File: src/design/lkxc_pkg.sv
// Package for the LCG keystream XOR cipher.
// Holds the sequencer state type, register indexes and fixed widths.
// No dependencies; imported by lcg_keystream_xor_cipher.
package lkxc_pkg;

    // Fixed field widths.
    localparam int unsigned WORD_W     = 16;
    localparam int unsigned PROD_W     = 2 * WORD_W;
    localparam int unsigned CFG_IDX_W  = 3;
    localparam int unsigned DIV_STEPS  = PROD_W;
    localparam int unsigned STEP_CNT_W = $clog2(DIV_STEPS);

    // Mask applied to the cipher word for a lone trailing byte.
    localparam logic [WORD_W-1:0] BYTE_MASK = 16'h00FF;

    // Configuration register indexes.
    localparam logic [CFG_IDX_W-1:0] CFG_MULTIPLIER = 3'd0;
    localparam logic [CFG_IDX_W-1:0] CFG_INCREMENT  = 3'd1;
    localparam logic [CFG_IDX_W-1:0] CFG_MODULUS    = 3'd2;
    localparam logic [CFG_IDX_W-1:0] CFG_SEED       = 3'd3;

    // Sequencer states.
    typedef enum logic [1:0] {
        S_IDLE,
        S_MUL,
        S_DIV,
        S_DONE
    } t_fsm;

endpackage

File: src/design/lcg_keystream_xor_cipher.sv
// Top level of the LCG keystream XOR cipher: generator, divider and output stage.
// Depends on lkxc_pkg for widths, register indexes and the sequencer state type.
//
// Each request advances a 16-bit linear congruential generator, state =
// (multiplier * state + increment) mod modulus, and XORs the new state into the
// data word; the new state is also given out as the key word. After acceptance
// the product state forms the 32-bit product and sum, the divider state runs a
// radix-2 restoring remainder against the modulus register (one bit per cycle
// through a single shared subtractor), and the output state loads the output
// register. The input side stalls for that whole time and takes the next
// request once the sequencer returns to idle after the load, so it takes no new
// request before the last result is loaded. The output register lets a finished
// result wait while a new request is taken; if it is still full and stalled
// when the next result is ready, the load waits and the input stays stalled.
// A modulus of zero gives the low 16 bits of the sum unreduced.
// Configuration is written through a separate index/data port that is always
// ready and must only be used while the block is idle.
module lcg_keystream_xor_cipher
    import lkxc_pkg::*;
(
    input  logic                 i_clk,
    input  logic                 i_rst_n,
    // Input requests
    input  logic                 i_in_valid,
    output logic                 o_in_stall,
    input  logic [WORD_W-1:0]    i_data_word,
    input  logic                 i_first_item,
    input  logic                 i_odd_byte,
    // Output results
    output logic                 o_out_valid,
    input  logic                 i_out_stall,
    output logic [WORD_W-1:0]    o_cipher_word,
    output logic [WORD_W-1:0]    o_key_word,
    // Configuration writes
    input  logic                 i_cfg_valid,
    output logic                 o_cfg_ready,
    input  logic [CFG_IDX_W-1:0] i_cfg_index,
    input  logic [WORD_W-1:0]    i_cfg_data
);

    // Sequencer and control registers.
    t_fsm                  r_fsm, n_fsm;
    logic [STEP_CNT_W-1:0] r_cnt, n_cnt;
    logic                  r_out_valid, n_out_valid;

    // Configuration registers.
    logic [WORD_W-1:0] r_mul, r_inc, r_mod, r_seed;

    // Generator state and request payload.
    logic [WORD_W-1:0] r_gen;
    logic [WORD_W-1:0] r_data;
    logic              r_first;
    logic              r_odd;

    // Divider datapath.
    logic [PROD_W-1:0] r_dvd, n_dvd;
    logic [WORD_W-1:0] r_rem, n_rem;

    // Output register.
    logic [WORD_W-1:0] r_cipher, r_key;

    // Handshake decode.
    logic in_acc;
    logic out_free;
    logic load_out;

    // Shared arithmetic.
    logic [WORD_W-1:0] step_base;
    logic [PROD_W-1:0] prod_sum;
    logic [WORD_W:0]   rem_sh;
    logic [WORD_W:0]   rem_diff;
    logic              rem_ge;
    logic [WORD_W-1:0] cipher_val;

    assign o_cfg_ready = 1'b1;
    assign o_in_stall  = (r_fsm != S_IDLE);
    assign in_acc      = i_in_valid && !o_in_stall;
    assign out_free    = !r_out_valid || !i_out_stall;

    // Product and sum; the largest value 0xFFFF0000 fits in 32 bits.
    assign step_base = r_first ? r_seed : r_gen;
    assign prod_sum  = r_mul * step_base + {{WORD_W{1'b0}}, r_inc};

    // One restoring step: shift a dividend bit in, subtract when it fits.
    // With a zero modulus every step subtracts nothing, which leaves the
    // low half of the sum in the remainder after all steps.
    assign rem_sh   = {r_rem, r_dvd[PROD_W-1]};
    assign rem_diff = rem_sh - {1'b0, r_mod};
    assign rem_ge   = (rem_sh >= {1'b0, r_mod});

    // Cipher word from the finished key.
    assign cipher_val = r_odd ? ((r_data ^ r_rem) & BYTE_MASK) : (r_data ^ r_rem);

    // Next state of the sequencer.
    always_comb begin
        n_fsm = r_fsm;
        unique case (r_fsm)
            S_IDLE: begin
                if (in_acc) n_fsm = S_MUL;
            end
            S_MUL: n_fsm = S_DIV;
            S_DIV: begin
                if (r_cnt == STEP_CNT_W'(DIV_STEPS - 1)) n_fsm = S_DONE;
            end
            S_DONE: begin
                if (out_free) n_fsm = S_IDLE;
            end
            default: n_fsm = S_IDLE;
        endcase
    end

    // Datapath and output controls of the sequencer.
    always_comb begin
        n_cnt       = r_cnt;
        n_dvd       = r_dvd;
        n_rem       = r_rem;
        load_out    = 1'b0;
        n_out_valid = r_out_valid && i_out_stall;
        unique case (r_fsm)
            S_IDLE: begin
                n_cnt = '0;
            end
            S_MUL: begin
                n_dvd = prod_sum;
                n_rem = '0;
                n_cnt = '0;
            end
            S_DIV: begin
                n_dvd = {r_dvd[PROD_W-2:0], 1'b0};
                n_rem = rem_ge ? rem_diff[WORD_W-1:0] : rem_sh[WORD_W-1:0];
                n_cnt = r_cnt + STEP_CNT_W'(1);
            end
            S_DONE: begin
                if (out_free) begin
                    load_out    = 1'b1;
                    n_out_valid = 1'b1;
                end
            end
            default: begin
                n_cnt = '0;
            end
        endcase
    end

    // Control registers.
    always_ff @(posedge i_clk) begin
        if (!i_rst_n) begin
            r_fsm       <= S_IDLE;
            r_cnt       <= '0;
            r_out_valid <= 1'b0;
        end else begin
            r_fsm       <= n_fsm;
            r_cnt       <= n_cnt;
            r_out_valid <= n_out_valid;
        end
    end

    // Configuration registers and generator state.
    always_ff @(posedge i_clk) begin
        if (!i_rst_n) begin
            r_mul  <= '0;
            r_inc  <= '0;
            r_mod  <= WORD_W'(1);
            r_seed <= '0;
            r_gen  <= '0;
        end else begin
            if (i_cfg_valid && o_cfg_ready) begin
                unique case (i_cfg_index)
                    CFG_MULTIPLIER: r_mul  <= i_cfg_data;
                    CFG_INCREMENT:  r_inc  <= i_cfg_data;
                    CFG_MODULUS:    r_mod  <= i_cfg_data;
                    CFG_SEED:       r_seed <= i_cfg_data;
                    default: ;
                endcase
            end
            if (load_out) r_gen <= r_rem;
        end
    end

    // Payload registers.
    always_ff @(posedge i_clk) begin
        if (in_acc) begin
            r_data  <= i_data_word;
            r_first <= i_first_item;
            r_odd   <= i_odd_byte;
        end
        r_dvd <= n_dvd;
        r_rem <= n_rem;
        if (load_out) begin
            r_cipher <= cipher_val;
            r_key    <= r_rem;
        end
    end

    assign o_out_valid   = r_out_valid;
    assign o_cipher_word = r_cipher;
    assign o_key_word    = r_key;

    // An accepted request always starts with the product cycle.
    a_accept_to_mul: assert property (@(posedge i_clk) disable iff (!i_rst_n)
        in_acc |=> (r_fsm == S_MUL))
        else $error("accepted request did not enter the product cycle");

    // The partial remainder stays below a nonzero modulus.
    a_rem_bound: assert property (@(posedge i_clk) disable iff (!i_rst_n)
        ((r_fsm == S_DIV) && (r_mod != '0)) |-> (r_rem < r_mod))
        else $error("partial remainder not below modulus");

    // The last divider step hands over to the output stage.
    a_div_end: assert property (@(posedge i_clk) disable iff (!i_rst_n)
        ((r_fsm == S_DIV) && (r_cnt == STEP_CNT_W'(DIV_STEPS - 1))) |=> (r_fsm == S_DONE))
        else $error("divider did not finish after its last step");

    // A result only appears from the output stage.
    a_out_source: assert property (@(posedge i_clk) disable iff (!i_rst_n)
        $rose(o_out_valid) |-> ($past(r_fsm) == S_DONE))
        else $error("result raised outside the output stage");

endmodule
File: config.mk
export PLATFORM = sky130hd
export DESIGN_NAME = lcg_keystream_xor_cipher
export DESIGN_NICKNAME = d
export VERILOG_FILES = /design/src/design/lkxc_pkg.sv /design/src/design/lcg_keystream_xor_cipher.sv
export SDC_FILE = /design/constraint.sdc
export NUM_CORES = 1
export LEC_CHECK = 0
export BUFFER_PORTS_ARGS = -buffer_cell sky130_fd_sc_hd__buf_2
export CAP_MARGIN = 20
export CORE_ASPECT_RATIO = 2
export CORE_UTILIZATION = 40
export DETAILED_ROUTE_END_ITERATION = 16
export GPL_TIMING_DRIVEN = 0
export PLACE_DENSITY_LB_ADDON = 0.05
export REMOVE_ABC_BUFFERS = 1
export SYNTH_ARGS = -nofsm -noshare
export SYNTH_HDL_FRONTEND = slang
export SYNTH_SLANG_ARGS = --single-unit
File: constraint.sdc
create_clock -name i_clk -period 12.1 [get_ports i_clk]
set_input_delay 2.42 -clock i_clk [delete_from_list [all_inputs] [get_ports i_clk]]
set_output_delay 2.42 -clock i_clk [all_outputs]
set_load 0.005 [all_outputs]
==> impl_metrics.env <==
export IMPL_outcome="complete, no violations"
export IMPL_synth_seq_area_share_pct=27.2
export IMPL_drive_gt1_share_pct=7.43
export IMPL_p_total_uw=2200
export IMPL_drc=0
export IMPL_fmax_mhz=128
export IMPL_vias=12700
export IMPL_grt_pass1_wl_mm=75.9
export IMPL_antenna_found_initial=0
export IMPL_vias_per_cell=5.17
export IMPL_path_clk_slew_ps=70
export IMPL_grt_total_usage_pct=23.1
export IMPL_grt_max_degree=58
export IMPL_die_width_microns=149
export IMPL_synthArstFlopShare_pct=0
export IMPL_finalSetupViolations=0
export IMPL_syn_inst=1877
export IMPL_finalNonFillerCells=2459
export IMPL_io_buffers=75
export IMPL_holdWs_ps=463
export IMPL_worstMarginPinSlew_ps=1180
export IMPL_grt_setup_unrepaired="false"
export IMPL_syn_cell_area_sq_um=17300
export IMPL_finalHoldViolCount=0
export IMPL_clockRootBuffer="clkbuf_16"
export IMPL_powerDensity_nw_per_um2=117
export IMPL_finalCritPeriodShare_pct=64.7
export IMPL_hp_start="r_gen[9]"
export IMPL_syn2layout_area_growth_pct=8.70
export IMPL_cts_setup_buffers=0
export IMPL_wl_mm=47.6
export IMPL_synth_distinct_cells=59
export IMPL_cts_buffers=17
export IMPL_synth_edf_count=98
export IMPL_crit_end="r_dvd[30]"
export IMPL_stdcell_area_sq_um=18800
export IMPL_clock_path_buffers=2
export IMPL_antenna_left=0
export IMPL_start_util_pct=40.5
export IMPL_max_cap_violations=0
export IMPL_drt_iter0_markers=481
export IMPL_crit_fanout=16
export IMPL_ir_drop_mv=0.129
export IMPL_dp_hpwl_mm=38.0
export IMPL_grt_pass1_vias=13800
export IMPL_reg2reg_from="r_first"
export IMPL_ys_warn_count=0
export IMPL_io_pin_count=77
export IMPL_clock_sinks=186
export IMPL_period_needed_ps=7830
export IMPL_gp_congestion=0.878
export IMPL_post_drt_wl_per_cell_microns=19.4
export IMPL_die_h_microns=296
export IMPL_drv_slew=0
export IMPL_required_ps=12340
export IMPL_dpl_instance_area_sq_um=18200
export IMPL_endpoint_kind="flip-flop"
export IMPL_synth_seq_cells=186
export IMPL_clkLatencyLatePin_ps=450
export IMPL_finalNetCount=2281
export IMPL_avgSynthCellArea_sq_um=9.23
export IMPL_overflow=0
export IMPL_final_setup_tns_ps=0
export IMPL_reg2reg_depth=21
export IMPL_arrival_ps=8070
export IMPL_hp_class="reg2reg"
export IMPL_holdBufCountCts=0
export IMPL_r2r_end="r_dvd[30]"
export IMPL_slew_headroom_pct=20.6
export IMPL_cts_tree="built"
export IMPL_cts_resized=0
export IMPL_die_area_sq_um=44200
export IMPL_leakage_uw=0.00829
export IMPL_reg2reg_slack_ps=4270
export IMPL_h_tree_depth=4
export IMPL_row_count=107
export IMPL_dr_pass1_iters=4
export IMPL_worstSetupPathType="reg2reg"
export IMPL_start_kind="flip-flop"
export IMPL_synth_ff_type="edfxtp_1"
export IMPL_dp_cells=2425
export IMPL_core_sq_um=42700
export IMPL_startpoint="r_first"
export IMPL_skew_ps=13.8
## cells in the mapped netlist (13+ instances only)
cell type / n / area, sq um
edfxtp_1: 98 / 2940
inv_1: 309 / 1160
nor2b_1: 53 / 332
nand2b_1: 13 / 81.3
nand2_1: 372 / 1400
dfxtp_1: 88 / 1760
xor2_1: 23 / 201
fa_1: 211 / 4220
nand4_1: 14 / 87.6
a21o_1: 23 / 173
o21ai_0: 47 / 235
nor2_1: 42 / 158
ha_1: 129 / 1610
mux2_2: 17 / 191
nand3_1: 15 / 75.1
a21boi_0: 81 / 608
a21oi_1: 51 / 255
and2_1: 73 / 457
clkbuf_1: 75 / 282
xnor2_1: 20 / 175
## metal layers
layer,up-vias,routed length (microns),global-route usage (%)
met5,-,0,0
met4,0,1900,10.1
met3,107,1140,2.15
met2,238,27800,46.6
met1,6355,16700,23.2
li1,6001,-,-
## cell usage in the layout (no fill, tap or decap), types with 10 or more instances in the layout
cell type	n
a21oi_1	50
nand2_1	372
clkbuf_16	18
a21boi_0	81
ha_1	127
nor2_1	42
nor2b_1	53
nor3_1	10
inv_1	309
a21o_1	23
xnor2_1	20
mux2_2	17
and2_1	73
nand4_1	14
nand3_1	15
o21ai_0	47
fa_1	211
buf_2	75
edfxtp_1	98
a211oi_1	10
nand2b_1	13
xor2_1	23
dfxtp_1	88
## stage by stage
| step | util [%] | setup WS, ps |
|---|---|---|
| after floorplan | - | 5310 |
| after global placement | 42.3 | 3450 |
| after detailed placement | 42.6 | 4340 |
| after CTS | 44.1 | 4260 |
| after global routing | 44.1 | 4040 |
| final | 44.1 | 4270 |
## area by class of cell
class	instances	area, sq um
clock inverters	12	135
repair buffers	83	499
well taps	545	682
clock buffers	20	468
inverters	310	1160
diodes	2	5.00
flip-flops and latches	186	4700
multi-input cells	1301	11200
fillers	4215	23900
## sequential cells by signal, summed over array words and instances, names as in the netlist, 16 cells and up
| name | cells |
|---|---|
| o_cipher_word | 16 |
| o_key_word | 16 |
| r_data | 16 |
| r_dvd | 32 |
| r_gen | 16 |
| r_inc | 16 |
| r_mod | 16 |
| r_mul | 16 |
| r_rem | 16 |
| r_seed | 16 |
## power by group
part / internal (uW) / total, uW / switching (uW)
combinational: 245 / 679 / 434
sequential: 838 / 935 / 96.2
clock: 325 / 585 / 260
## how the worst min path moves through the flow
stage,slack [ps],depth (start not counted),end
4_1_cts,460,2,r_seed[10]
2_1_floorplan,440,2,r_seed[0]
5_1_grt,480,2,r_gen[3]
6_report,460,2,r_gen[9]
3_3_place_gp,450,2,r_seed[3]
3_5_place_dp,460,2,r_seed[1]
## kinds of logic (layout without fill, tap and decap cells)
group | after synthesis | after routing | share of synthesized area, %
AO/OA/AOI/OAI | 270 | 270 | 10.4
buffers and inverters | 390 | 425 | 8.50
XOR/XNOR | 43 | 43 | 2.18
adder cells (fa/ha/maj) | 340 | 340 | 33.7
other | 1 | 3 | 0.0217
AND/OR/NAND/NOR | 621 | 621 | 16.3
flip-flops | 186 | 186 | 27.2
multiplexers | 26 | 26 | 1.63
## worst max-delay path: stages, from the launching register on
cell and delay (ps):
edfxtp_1 960, mux2i_2 730, buf_6 240, nor2b_1 70
fa_1 480, inv_1 50, fa_1 460, fa_1 510
inv_1 60, fa_1 540, fa_1 510, inv_1 50
fa_1 480, inv_1 50, ha_1 400, nand2_1 290
o21ai_1 150, a21o_1 210, a311o_1 350, a221oi_1 390
mux2_2 380, a211oi_1 250
Note: power is estimated with default switching activity, not from simulation.
